==> config.mk <==
export PLATFORM = sky130hd
export DESIGN_NAME = lbs_front
export DESIGN_NICKNAME = d
export VERILOG_FILES = /design/src/design/lbs_pkg.sv /design/src/design/lbs_front.sv
export SDC_FILE = /design/constraint.sdc
export NUM_CORES = 1
export LEC_CHECK = 0
export BUFFER_PORTS_ARGS = -buffer_cell sky130_fd_sc_hd__buf_2
export CELL_PAD_IN_SITES_DETAIL_PLACEMENT = 1
export CELL_PAD_IN_SITES_GLOBAL_PLACEMENT = 2
export CORE_MARGIN = 2
export CORE_UTILIZATION = 40
export CTS_CLUSTER_DIAMETER = 100
export DETAILED_ROUTE_END_ITERATION = 12
export GPL_TIMING_DRIVEN = 0
export PLACE_DENSITY = 0.76
export RECOVER_POWER = 25
export SKIP_CTS_REPAIR_TIMING = 1
export SYNTH_ARGS = -nofsm -noshare
export SYNTH_HDL_FRONTEND = slang
export SYNTH_SLANG_ARGS = --single-unit
==> constraint.sdc <==
create_clock -name clock -period 40.5 [get_ports clock]
set_input_delay 6.075 -clock clock [delete_from_list [all_inputs] [get_ports clock]]
set_output_delay 6.075 -clock clock [all_outputs]
set_load 0.01 [all_outputs]
==> src/design/lbs_pkg.sv <==
`timescale 1ns / 1ps
package lbs_pkg;

   localparam int WORDS_PER_BONE = 12;
   localparam int CARRIED_SLOTS  = 4;
   localparam int MAX_INF_DEF    = 4;
   localparam int NUM_BONES_DEF  = 64;
   localparam int QUEUE_DEPTH    = 4;
   localparam int QPTR_W         = 2;
   localparam int QCOUNT_W       = 3;
   localparam int BONE_W         = 6;
   localparam int WORD_W         = 4;
   localparam int WEIGHT_W       = 16;
   localparam int MID_W          = 44;
   localparam int REQ_DATA_W     = 232;
   localparam int RSP_DATA_W     = 96;

   typedef enum logic {
      CMD_LOAD = 1'b0,
      CMD_SKIN = 1'b1
   } cmd_type;

   typedef struct packed {
      cmd_type                   cmd;
      logic                      wr_ok;
      logic [BONE_W-1:0]         wr_bone;
      logic [WORD_W-1:0]         wr_word;
      logic [31:0]               value;
      logic signed [31:0]        pos_x;
      logic signed [31:0]        pos_y;
      logic signed [31:0]        pos_z;
      logic [2:0]                count;
      logic [4*BONE_W-1:0]       ids;
      logic [4*WEIGHT_W-1:0]     weights;
      logic                      last;
   } item_type;

   typedef struct packed {
      logic                not_empty;
      logic [QCOUNT_W-1:0] count;
   } queue_status_type;

endpackage

==> src/design/lbs_front.sv <==
`timescale 1ns / 1ps
module lbs_front #(
   parameter int NUM_BONES = lbs_pkg::NUM_BONES_DEF
) (
   input  logic                            clock,
   input  logic                            reset,
   input  logic                            req_tvalid,
   output logic                            req_tready,
   input  logic [lbs_pkg::REQ_DATA_W-1:0]  req_tdata,
   input  logic                            req_tuser,
   input  logic                            req_tlast,
   input  logic                            pop,
   output lbs_pkg::item_type               head,
   output lbs_pkg::queue_status_type       status
);

   localparam int PAL_DEPTH = NUM_BONES * lbs_pkg::WORDS_PER_BONE;

   lbs_pkg::item_type                 queue_ff [lbs_pkg::QUEUE_DEPTH];
   logic [lbs_pkg::QPTR_W-1:0]        wr_ptr_ff, wr_ptr_in;
   logic [lbs_pkg::QPTR_W-1:0]        rd_ptr_ff, rd_ptr_in;
   logic [lbs_pkg::QCOUNT_W-1:0]      count_ff, count_in;
   logic                              push;
   logic [9:0]                        idx;
   logic [15:0]                       quot;
   logic [lbs_pkg::BONE_W-1:0]        bone;
   logic [9:0]                        word_full;
   lbs_pkg::item_type                 item;

   // word address splits into bone = idx / 12 (as (idx/4) * 171 >> 9) and word = idx % 12
   always_comb begin
      idx       = req_tdata[9:0];
      quot      = 16'(idx[9:2]) * 16'd171;
      bone      = quot[14:9];
      word_full = idx - 10'(bone) * 10'(lbs_pkg::WORDS_PER_BONE);
      item.cmd     = lbs_pkg::cmd_type'(req_tuser);
      item.wr_ok   = 11'(idx) < 11'(PAL_DEPTH);
      item.wr_bone = bone;
      item.wr_word = word_full[lbs_pkg::WORD_W-1:0];
      item.value   = req_tdata[41:10];
      item.pos_x   = req_tdata[73:42];
      item.pos_y   = req_tdata[105:74];
      item.pos_z   = req_tdata[137:106];
      item.count   = req_tdata[140:138];
      item.ids     = req_tdata[164:141];
      item.weights = req_tdata[228:165];
      item.last    = req_tlast;
   end

   assign req_tready = count_ff != lbs_pkg::QCOUNT_W'(lbs_pkg::QUEUE_DEPTH);
   assign push       = req_tvalid && req_tready;

   always_comb begin
      wr_ptr_in = wr_ptr_ff + lbs_pkg::QPTR_W'(push);
      rd_ptr_in = rd_ptr_ff + lbs_pkg::QPTR_W'(pop);
      count_in  = count_ff + lbs_pkg::QCOUNT_W'(push) - lbs_pkg::QCOUNT_W'(pop);
   end

   always_ff @(posedge clock) begin
      if (reset) begin
         wr_ptr_ff <= '0;
         rd_ptr_ff <= '0;
         count_ff  <= '0;
      end else begin
         wr_ptr_ff <= wr_ptr_in;
         rd_ptr_ff <= rd_ptr_in;
         count_ff  <= count_in;
      end
   end

   always_ff @(posedge clock) begin
      if (push) begin
         queue_ff[wr_ptr_ff] <= item;
      end
   end

   assign head             = queue_ff[rd_ptr_ff];
   assign status.not_empty = count_ff != '0;
   assign status.count     = count_ff;

endmodule

=== Word level (Yosys, flattened, before mapping) ===
Memory sizes are Yosys's and may differ from the RTL's. A register that Yosys moved wholly into a read port is not among the register bits.
Index checks and enable logic that the tools add are counted.

* Memories: 1
* Register bits after elaboration: 7
* Bits in writable memories: 928

{| class="wikitable"
|+ Memories
! memory !! words !! bits a word !! read ports !! clocked after memory_dff !! wr ports !! line !! text
|-
| queue_ff || 4 || 232 || 1 || 1 || 1 || lbs_front.sv:19 || <nowiki>lbs_pkg::item_type queue_ff [lbs_pkg::QUEUE_DEPTH];</nowiki>
|}

* Add/subtract/negate cells: 5
* Multipliers: 2
* Mux-type cells: 3
* Reductions and logical operators: 2
* $lt $le $gt $ge: 1
* Eq/ne operators: 1

{| class="wikitable"
|+ Operators by type and width
! kind !! count
|-
| $mul 8x8->15 const B || 1
|-
| $lt 10x10->1 const B || 1
|-
| $mul 6x2->2 const B || 1
|-
| $add 2x1->2 || 2
|-
| $sub 4x4->4 || 1
|-
| $add 3x1->3 || 1
|-
| $ne 3x3->1 const B || 1
|-
| $reduce_bool 3->1 || 1
|-
| $sub 3x1->3 || 1
|-
| $mux 1 || 2
|-
| $mux 2 || 1
|-
| $logic_and 1x1->1 || 1
|}

=== Logic depth before layout (Yosys ltp) ===
Gate-level depths: netlist of run 1.

* Depth after elaboration: 4
* Depth in mapped cells: 16
* Mapped depth without buffers: 15

=== Worst setup path before layout of run 1 ===
Ideal clock, no wire load.

* Path type: input-to-reg
* Start point: in req_tvalid
* End point: mem queue_ff[1][0] in the netlist's numbering (enable)
* Arrival: 22.957 ns
* Required time: 39.343 ns
* Path slack: 16.387 ns
* Library setup time: 1.157 ns
* Stages on the path: 2
* Cell sequence: nand2_1 nor3b_1

* Word-level cells in the longest chain between the ends: 3

{| class="wikitable"
|+ RTL lines
! element !! line !! text
|-
| start, declared || lbs_front.sv:7 || <nowiki>input logic req_tvalid,</nowiki>
|-
| $logic_and 1x1->1 || lbs_front.sv:51 || <nowiki>assign push = req_tvalid && req_tready;</nowiki>
|-
| $mux 1 || lbs_front.sv:72 || <nowiki>if (push) begin</nowiki>
|-
| $mux 1 (not written as such) || lbs_front.sv:73 || <nowiki>queue_ff[wr_ptr_ff] <= item;</nowiki>
|-
| end, declared || lbs_front.sv:19 ||
|}

No other way between the ends.

==> metrics.md, run 1 <==
| Metric | Value |
|---|---|
| Drt drc | `0` |
| Post-layout min period | `slightly below 10 ns` |
| Multi-input gate area | `~0.0065 mm2` |
| First-pass GRT wire length | `roughly 120,000 um` |
| Rel. slew slack | `0.232` |
| DIE WIDTH | `299 um` |
| Initial Util | `0.403` |
| Reg2reg setup slack | `37.11 ns` |
| Cell variety after synth | `38` |
| Vias | `approximately 17,000` |
| Status | `complete, no violations` |
| RR Startpoint | `count_ff[1]$_SDFF_PP0_` |
| Commonest non-fill, non-tap cell in the layout | `edfxtp_1` |
| Syn avg cell area | `approximately 26 um2` |
| Final setup fails | `0` |
| Initial DRT Pass Iterations | `5` |
| Hold Crit Depth | `2` |
| Share of cells above drive strength 1 | `0.391` |
| Worst Skew | `between 0.03 and 0.04 ns` |
| Root buffer cell | `clkbuf_16` |
| Die Height | `299 um` |
| HP Class | `reg -> reg` |
| Pins Over Slew Limit | `0` |
| Post-synth top area cell | `edfxtp_1` |
| Final Hold Viols | `0` |
| Synth top area share | `0.800` |
| Yosys warning total | `0` |
| Highest-count cells in the layout ignoring fill and taps | `928 x edfxtp_1, 341 x buf_2, 232 x mux4_2` |
| Num ports | `roughly 480` |
| Clock transition at path regs | `about 0.060 ns` |
| CTS tree | `yes` |
| IO Port Bufs | `471` |
| Worst hold endpoint | `count_ff[2]$_SDFF_PP0_` |
| Static Leak | `between 10 and 15 nW` |
| Final ANT Viol Nets | `0` |
| WP data arrival | `just over 10 ns` |
| Mapped Cells | `around 1,400` |
| Worst VDD drop | `0.0383 mV` |
| Die area | `0.0895 mm2` |
| Crit path required time | `a little over 40 ns` |
| Maximum clock frequency | `between 0.1 and 0.15 GHz` |
| Via density | `5.16` |
| Sequential-to-total area share from yosys stat | `0.804` |
| First DRT Iteration DRCs | `between 1,000 and 1,500` |
| Startpoint Class | `primary input` |
| Core Region | `about 0.086 mm2` |
| Area grow syn2layout | `23.2%` |
| Worst-path fanout max | `6` |
| WL final | `about 83,000 um` |
| Final period utilization | `0.240` |
| Seq cells post-synth | `935` |
| # fillers | `7,883` |
| Clock H-tree levels | `3` |
| Layout Utilization | `0.496` |
| Power density cells | `between 50 and 60 mW/mm2` |
| Clock buffer depth | `3` |
| Synthesized cell area | `approximately 0.035 mm2` |
| Tot GR Track Use | `0.186` |
| Reg2reg end | `queue_ff[2][174]$_DFFE_PP_` |
| Post-Route Setup TNS | `0 ns` |
| Net Count, Synth | `1,658` |
| Routability cong. | `0.743` |
| R2R cell count | `11` |
| GR Overflow Total | `0` |
| Critical path class | `in -> reg` |
| Worst setup EP type | `register` |
| Clock insertion delay at the later pin of the skew report | `0.66 ns` |
| Sink Count | `roughly 940` |
| Largest net degree at the start of global routing | `53` |
| DPL Wire Length | `58,800 um` |
| RSZ-0062 raised after global routing | `false` |
| Num CTS Buffers | `97` |
| Area contributors post-synth | `edfxtp_1 80%, mux4_2 15%, ha_1 1.6%` |
| Worst-Margin Slew | `1.15 ns` |
| Antenna violations before repair | `17` |
| Row count | `around 110` |
| Max_cap viols | `0` |
| Hold path start | `count_ff[2]$_SDFF_PP0_` |
| Routed length per instance | `25.5 um` |
| Vias in the first global route | `approximately 18,000` |
| Storage cell area | `between 0.02 and 0.03 mm2` |
| Final nets | `approximately 2,300` |
==> Yosys cell counts <==
library cell,instances
xnor2_1,10
nor3_1,4
a21oi_2,2
a221oi_1,1
nor3b_1,3
nor2b_1,5
nor2_1,5
xor2_1,5
a21oi_1,3
mux4_2,232
buf_6,1
edfxtp_1,928
inv_1,21
buf_2,20
a21o_1,1
nand2_1,4
ha_1,45
or2_1,1
buf_1,15
or3_1,1
fa_1,12
o2111ai_1,1
o311ai_0,1
and2_1,1
nand3_1,5
nand4_1,1
a221oi_2,1
and4_1,1
a2111oi_2,1
o211ai_1,1
nand3b_1,1
dfxtp_1,7
or4_1,1
clkbuf_1,8
o21ai_0,1
and3_1,1
mux2i_1,1
buf_4,11
==> how the worst max path moves through the flow <==
stage / startpoint / endpoint / slack, ns
after floorplan: req_tvalid / queue_ff[1][0]$_DFFE_PP_ / 16.39
after global placement: req_tvalid / queue_ff[1][179]$_DFFE_PP_ / 1.91
after detailed placement: req_tdata[3] / queue_ff[0][223]$_DFFE_PP_ / 30.10
after CTS: req_tdata[3] / queue_ff[0][223]$_DFFE_PP_ / 30.80
after global routing: req_tdata[3] / queue_ff[2][223]$_DFFE_PP_ / 30.52
final: req_tdata[3] / queue_ff[2][223]$_DFFE_PP_ / 30.76
==> cell type report <==
cell class,instances,share of cell area
Timing Repair Buffer,557,0.0754
Multi-Input combinational cell,352,0.151
Antenna cell,14,0.000816
Tap cell,1155,0.0337
Inverter,21,0.00184
Clock buffer,118,0.0584
Clock inverter,63,0.0197
Sequential cell,935,0.653
Buffer,55,0.00653
==> flip-flops by register name, indices dropped and copies added, names as in the netlist <==
register and count:
rd_ptr_ff 2, count_ff 3, queue_ff 928, wr_ptr_ff 2
==> per-stage QoR <==
step           cells  cell area [um2]  setup WS [ns]  hold slack (ns)  power (mW)
6_report        3270            42900          30.76            0.588        2.56
5_1_grt         3263            42900          30.52            0.645        2.65
4_1_cts         3256            43100          30.80            0.591        2.59
3_5_place_dp    3075            39700          30.10            0.575        1.66
3_3_place_gp    2989            38600           1.91            0.536        1.72
2_1_floorplan   1363            34800          16.39            0.525        1.51
==> layer usage <==
metal	wire, um	global-route usage	share of wire	up-vias
met4	2250	0.0655	0.027	16
met2	44100	0.324	0.53	533
met5	109	0	0.0013	-
met1	31500	0.225	0.38	8996
met3	5290	0.0460	0.064	133
li1	-	-	-	7192
==> worst max-delay path, cell delays in order <==
cell,delay [ns]
buf_2,0.15
ha_1,0.33
fa_1,0.46
fa_1,0.52
fa_1,0.42
ha_1,0.34
nand3_1,0.12
nor3_1,0.35
or2_1,0.17
buf_6,0.13
xor2_1,0.30
ha_1,0.23
xor2_1,0.18
xnor2_1,0.10
xnor2_1,0.29
==> cell families after synthesis <==
family                   Yosys count  synth area share
flip-flops                       935             0.804
XOR/XNOR                          15           0.00377
AND/OR/NAND/NOR                   34           0.00539
adder cells (fa/ha/maj)           57            0.0231
buffers and inverters             76            0.0103
multiplexers                     233             0.150
AO/OA/AOI/OAI                     13           0.00312
==> power by group <==
group          internal [mW]  switching (mW)
Sequential              1.19          0.0248
Combinational          0.177           0.237
Clock                  0.549           0.378
Total                   1.92           0.640
(Power assumes the default switching activity.)
==> run 2, diff against run 1 <==
--- a/config.mk
+++ b/config.mk
@@ -13,7 +13,7 @@
 export CTS_CLUSTER_DIAMETER = 100
 export DETAILED_ROUTE_END_ITERATION = 12
 export GPL_TIMING_DRIVEN = 0
-export PLACE_DENSITY = 0.76
+export PLACE_DENSITY = 0.79
 export RECOVER_POWER = 25
 export SKIP_CTS_REPAIR_TIMING = 1
 export SYNTH_ARGS = -nofsm -noshare
==> constraint.sdc (replaced) <==
create_clock -name clock -period 8.87 [get_ports clock]
set_input_delay 1.3305 -clock clock [delete_from_list [all_inputs] [get_ports clock]]
set_output_delay 1.3305 -clock clock [all_outputs]
set_load 0.01 [all_outputs]
==> run 2 against run 1 <==
  * Cell count fell by 1.0%
  * Count of clock-buffer cells in the layout fell by 4
  * Clock skew fell by 0.014 ns
  * Highest routed layer unchanged
  * Register-to-register slack got worse by 32 ns
  * Worst hold slack got worse by 0.021 ns
  * Critical path depth did not move
  * Worst setup slack got worse by 27 ns
==> metrics.md, run 2 (synthesized netlist as in run 1, its figures left out) <==
| Metric | Value |
|---|---|
| Status | `complete, no violations` |
| Final Hold Viols | `0` |
| Commonest non-fill, non-tap cell in the layout | `edfxtp_1` |
| Die area | `0.0895 mm2` |
| Pins Over Slew Limit | `0` |
| WP data arrival | `about 5.4 ns` |
| Final period utilization | `0.557` |
| DPL Wire Length | `57,500 um` |
| R2R cell count | `12` |
| Critical path class | `in -> reg` |
| Max_cap viols | `0` |
| Clock H-tree levels | `3` |
| Highest-count cells in the layout ignoring fill and taps | `928 x edfxtp_1, 342 x buf_2, 232 x mux4_2` |
| Via density | `a little over 5` |
| Post-layout min period | `just under 5 ns` |
| Final ANT Viol Nets | `0` |
| Area grow syn2layout | `22.9%` |
| Tot GR Track Use | `0.182` |
| Vias | `about 17,000` |
| Die Height | `roughly 300 um` |
| Maximum clock frequency | `just over 0.2 GHz` |
| Worst VDD drop | `0.199 mV` |
| Biggest regs | `queue_ff: 928 flops, count_ff: 3 flops` |
| Worst-path fanout max | `6` |
| Sink Count | `935` |
| Num ports | `~480` |
| Worst-Margin Slew | `between 0.9 and 1 ns` |
| Final nets | `around 2,300` |
| Non-Filler Instances | `3,236` |
| Crit path required time | `a little over 9 ns` |
| Routed length per instance | `roughly 25 um` |
| GR Overflow Total | `0` |
| DIE WIDTH | `between 200 and 300 um` |
| Clock buffer depth | `3` |
| Rel. slew slack | `0.388` |
| RSZ-0062 raised after global routing | `false` |
| Hold path start | `count_ff[2]$_SDFF_PP0_` |
| WL final | `between 80,000 and 90,000 um` |
| Largest net degree at the start of global routing | `between 50 and 60` |
| Drt drc | `0` |
| Worst Setup SP | `req_tdata[3]` |
| Worst setup margin | `between 3 and 4 ns` |
| Routability cong. | `around 0.73` |
| RR Startpoint | `count_ff[1]$_SDFF_PP0_` |
| First DRT Iteration DRCs | `1,125` |
| Antenna violations before repair | `13` |
| Initial Util | `0.403` |
| Clock insertion delay at the later pin of the skew report | `between 0.6 and 0.7 ns` |
| Share of cells above drive strength 1 | `0.378` |
| Max reg flops | `a little over 900` |
| CTS tree | `yes` |
| Dpl ws | `~3.3 ns` |
| Power density cells | `between 200 and 300 mW/mm2` |
| Worst setup EP type | `register` |
| Core Region | `0.0865 mm2` |
| Clock transition at path regs | `0.06 ns` |
| Row count | `approximately 110` |
| DP Cell Count | `around 3,000` |
| Final setup fails | `0` |
| Root buffer cell | `clkbuf_16` |
| Num CTS Buffers | `between 90 and 100` |
| Startpoint Class | `primary input` |
| Vias in the first global route | `18,200` |
| Tot Pwr | `~11 mW` |
| Initial DRT Pass Iterations | `5` |
| First-pass GRT wire length | `between 100,000 and 150,000 um` |
| HP Class | `reg -> reg` |
| Static Leak | `approximately 14 nW` |
| IO Port Bufs | `roughly 470` |
| Hold Crit Depth | `2` |
| Reg with most FFs | `queue_ff` |
| Worst Skew | `between 0.015 and 0.02 ns` |
[run 2: power breakdown]
part           switching, mW  internal (mW)  leakage (nW)
Clock                   1.64           2.20          1.46
Combinational           1.08          0.871          4.20
Sequential             0.111           5.43          8.55
[run 2: final cells by class]
cell class | instances | area, um2
plain buffers | 55 | 280
multi-input cells | 352 | 6500
fillers | 7851 | 43700
clock inverters | 63 | 495
repair buffers | 531 | 3470
inverters | 21 | 78.8
well taps | 1155 | 1450
clock buffers | 114 | 2510
flip-flops and latches | 935 | 28000
diodes | 10 | 25.0
[run 2: per-stage QoR]
| step | hold slack, ns | TNS, ns | utilization | area [um2] |
|---|---|---|---|---|
| after global placement | 0.546 | -6138.90 | 0.447 | 38700 |
| after global routing | 0.635 | 0 | 0.495 | 42800 |
| final | 0.567 | 0 | 0.495 | 42800 |
| after floorplan | 0.542 | -1033.25 | - | 34900 |
| after CTS | 0.572 | 0 | 0.497 | 43000 |
| after detailed placement | 0.557 | 0 | 0.462 | 40000 |
[run 2: final timing paths]
kind                                end  slack, ns
max          queue_ff[0][223]$_DFFE_PP_       3.93
min reg2reg      count_ff[2]$_SDFF_PP0_       0.57
min              count_ff[2]$_SDFF_PP0_       0.57
max reg2reg  queue_ff[1][174]$_DFFE_PP_       5.49
[run 2: worst max-delay path, cell delays in order]
cell,delay [ns]
buf_2,0.15
ha_1,0.34
fa_1,0.46
fa_1,0.51
fa_1,0.41
ha_1,0.34
nand3_1,0.12
nor3_1,0.25
or2_1,0.15
buf_6,0.13
xor2_1,0.38
ha_1,0.24
xor2_1,0.18
xnor2_1,0.10
xnor2_1,0.27
[run 2: metal layers]
| metal | track usage | share of wire | vias up | wire [um] |
|---|---|---|---|---|
| li1 | - | - | 7171 | - |
| met4 | 0.0583 | 0.024 | 10 | 1910 |
| met5 | 0 | 0.00083 | - | 67 |
| met1 | 0.235 | 0.40 | 8760 | 32300 |
| met3 | 0.0482 | 0.069 | 121 | 5570 |
| met2 | 0.303 | 0.51 | 504 | 41200 |
==> run 3, diff against run 2 <==
--- a/config.mk
+++ b/config.mk
@@ -13,7 +13,7 @@
 export CTS_CLUSTER_DIAMETER = 100
 export DETAILED_ROUTE_END_ITERATION = 12
 export GPL_TIMING_DRIVEN = 0
-export PLACE_DENSITY = 0.79
+export PLACE_DENSITY = 0.76
 export RECOVER_POWER = 25
 export SKIP_CTS_REPAIR_TIMING = 1
 export SYNTH_ARGS = -nofsm -noshare
==> constraint.sdc (replaced) <==
create_clock -name clock -period 5.1 [get_ports clock]
set_input_delay 0.765 -clock clock [delete_from_list [all_inputs] [get_ports clock]]
set_output_delay 0.765 -clock clock [all_outputs]
set_load 0.01 [all_outputs]
==> run 3 against run 2 <==
  * Cell count is 0.31% higher
  * Combinational power is 74% higher
  * Largest cell class unchanged
  * Wire length is 0.49% lower
  * Sequential power is 74% higher
  * Via count is 0.17% lower
  * Non-clock buffer count is 2 lower
==> metrics.md, run 3 (synthesized netlist as in run 1, its figures left out) <==
| Metric | Value |
|---|---|
| Area grow syn2layout | `23.0%` |
| Die area | `roughly 0.089 mm2` |
| HP Class | `in -> reg` |
| Final Instance Area | `approximately 0.043 mm2` |
| Worst path max stage delay | `0.52 ns` |
| Static Leak | `around 14 nW` |
| Antenna violations before repair | `20` |
| Vias | `approximately 17,000` |
| Worst Skew | `0.0186 ns` |
| Root buffer cell | `clkbuf_16` |
| RSZ-0062 raised after global routing | `false` |
| Crit-path cells | `buf_2 > ha_1 > fa_1 > fa_1 > fa_1 > ha_1 > nand3_1 > nor3_1 > or2_1 > buf_6 > xor2_1 > ha_1 > xor2_1 > xnor2_1 > xnor2_1` |
| Power density cells | `about 460 mW/mm2` |
| Layout Utilization | `0.495` |
| Sink Count | `between 900 and 1,000` |
| Worst-path fanout max | `6` |
| Final Hold Viols | `0` |
| Startpoint Class | `primary input` |
| WL final | `roughly 81,000 um` |
| Slowest CP cell | `fa_1` |
| Max reg flops | `between 900 and 1,000` |
| WP buf/inv | `2` |
| Reg2reg end | `queue_ff[2][171]$_DFFE_PP_` |
| IO Port Bufs | `~470` |
| Max_cap viols | `0` |
| RR Startpoint | `count_ff[1]$_SDFF_PP0_` |
| Via density | `5.09` |
| Status | `complete, no violations` |
| Die Height | `299 um` |
| Biggest regs | `queue_ff: 928 flops, count_ff: 3 flops` |
| First-pass GRT wire length | `roughly 120,000 um` |
| Largest net degree at the start of global routing | `53` |
| Crit path depth | `15` |
| Maximum clock frequency | `approximately 0.23 GHz` |
| Initial DRT Pass Iterations | `5` |
| Post-DP Area | `roughly 0.04 mm2` |
| Final ANT Viol Nets | `0` |
| Initial Util | `0.403` |
| DIE WIDTH | `approximately 300 um` |
| Tot GR Track Use | `0.182` |
| Critical path class | `in -> reg` |
| Drt drc | `0` |
| GR Overflow Total | `0` |
| Post-Route Setup TNS | `0 ns` |
| Crit path required time | `between 5 and 6 ns` |
| Worst setup path end | `queue_ff[0][223]$_DFFE_PP_` |
| Clock transition at path regs | `approximately 0.050 ns` |
| # fillers | `roughly 7,900` |
| Num ports | `475` |
| Worst VDD drop | `0.279 mV` |
| Reg2reg setup slack | `between 1.5 and 2 ns` |
| Worst Setup SP | `req_tdata[3]` |
| Tot Pwr | `roughly 20 mW` |
| WP data arrival | `about 4.8 ns` |
| Vias in the first global route | `between 15,000 and 20,000` |
| Final setup fails | `0` |
| Worst setup EP type | `register` |
| Pins Over Slew Limit | `0` |
| Int Power | `14.7 mW` |
| Routed length per instance | `~25 um` |
| CTS tree | `yes` |
| Rel. slew slack | `0.379` |
| Share of cells above drive strength 1 | `0.375` |
| Clock H-tree levels | `3` |
| Post-layout min period | `4.38 ns` |
| Worst-Margin Slew | `between 0.9 and 1 ns` |
| Final period utilization | `0.859` |
| Clock insertion delay at the later pin of the skew report | `around 0.66 ns` |
| Non-Filler Instances | `between 3,000 and 4,000` |
| Clock power share | `0.337` |
| Net Sw Power | `4.93 mW` |
| Num CTS Buffers | `between 90 and 100` |
| Largest delay contributor family on the critical path | `adder cells` |
| Sw Ratio | `0.251` |
| DP Cell Count | `slightly above 3,000` |
| Routability cong. | `between 0.7 and 0.8` |
| Final nets | `between 2,000 and 2,500` |
| R2R cell count | `11` |
| Share of power burned in registers | `0.490` |
| Commonest non-fill, non-tap cell in the layout | `edfxtp_1` |
| Clock buffer depth | `3` |
| DPL Wire Length | `around 57,000 um` |
| Core Region | `slightly below 0.09 mm2` |
| First DRT Iteration DRCs | `a little over 1,000` |
| Power share of the combinational group | `0.173` |
| Reg with most FFs | `queue_ff` |
| Row count | `between 100 and 150` |
| Highest-count cells in the layout ignoring fill and taps | `928 x edfxtp_1, 341 x buf_2, 232 x mux4_2` |
-- run 3: cell types whose count changed in the layout (fill, tap and decap cells not counted), sizes merged --
| cell | previous run | this run |
|---|---|---|
| bufinv | 6 | 3 |
| clkinv | 52 | 43 |
| buf | 429 | 426 |
| clkbuf | 271 | 286 |
| clkinvlp | 3 | 4 |
| inv | 23 | 26 |
| diode | 10 | 16 |
-- run 3: through the flow --
step	hold slack, ns	setup WS [ns]
floorplan	0.542	-2.03
global placement	0.558	-6.94
detailed placement	0.584	0.0438
CTS	0.252	0.724
global route	0.302	0.340
finish	0.322	0.717
-- run 3: worst register-to-register path, stage by stage, from the launching register on --
cell and delay, ns:
dfxtp_1 0.43, nor2_1 0.09, nand2_2 0.14, nand2_8 0.09, nor3b_4 0.63, buf_8 0.24, buf_16 0.18, buf_8 0.19
buf_8 0.21, buf_8 0.19, buf_8 0.21, buf_8 0.22
-- run 3: routing by layer --
layer	GRT usage	routed length (um)	vias up
met5	0	76	-
met4	0.0656	2040	12
met3	0.0459	5590	119
met2	0.316	42400	486
met1	0.219	30500	8762
li1	-	-	7159
-- run 3: power groups by stage --
| stage | Sequential [mW] | Combinational (mW) | Clock [mW] |
|---|---|---|---|
| floorplan | 9.88 | 1.79 | 0 |
| global placement | 10.0 | 2.99 | 0 |
| detailed placement | 9.81 | 3.50 | 0 |
| CTS | 9.65 | 3.52 | 6.80 |
| global route | 9.71 | 3.69 | 7.07 |
| finish | 9.65 | 3.40 | 6.62 |
-- run 3: worst min path at each step --
stage | startpoint | end | depth (start not counted)
global route | req_tdata[190] | queue_ff[2][26]$_DFFE_PP_ | 1
finish | req_tdata[219] | queue_ff[2][55]$_DFFE_PP_ | 1
detailed placement | count_ff[2]$_SDFF_PP0_ | count_ff[2]$_SDFF_PP0_ | 2
CTS | req_tdata[194] | queue_ff[2][30]$_DFFE_PP_ | 1
global placement | count_ff[2]$_SDFF_PP0_ | count_ff[2]$_SDFF_PP0_ | 2
floorplan | rd_ptr_ff[0]$_SDFF_PP0_ | rd_ptr_ff[0]$_SDFF_PP0_ | 2
-- run 3: layout make-up --
type	count	area [um2]	share of cell area
flip-flops and latches	935	28000	0.654
well taps	1155	1450	0.0337
clock buffers	128	2610	0.0608
repair buffers	529	3450	0.0806
multi-input cells	352	6520	0.152
plain buffers	55	280	0.00654
inverters	21	78.8	0.00184
diodes	16	40.0	0.000935
clock inverters	55	400	0.00935
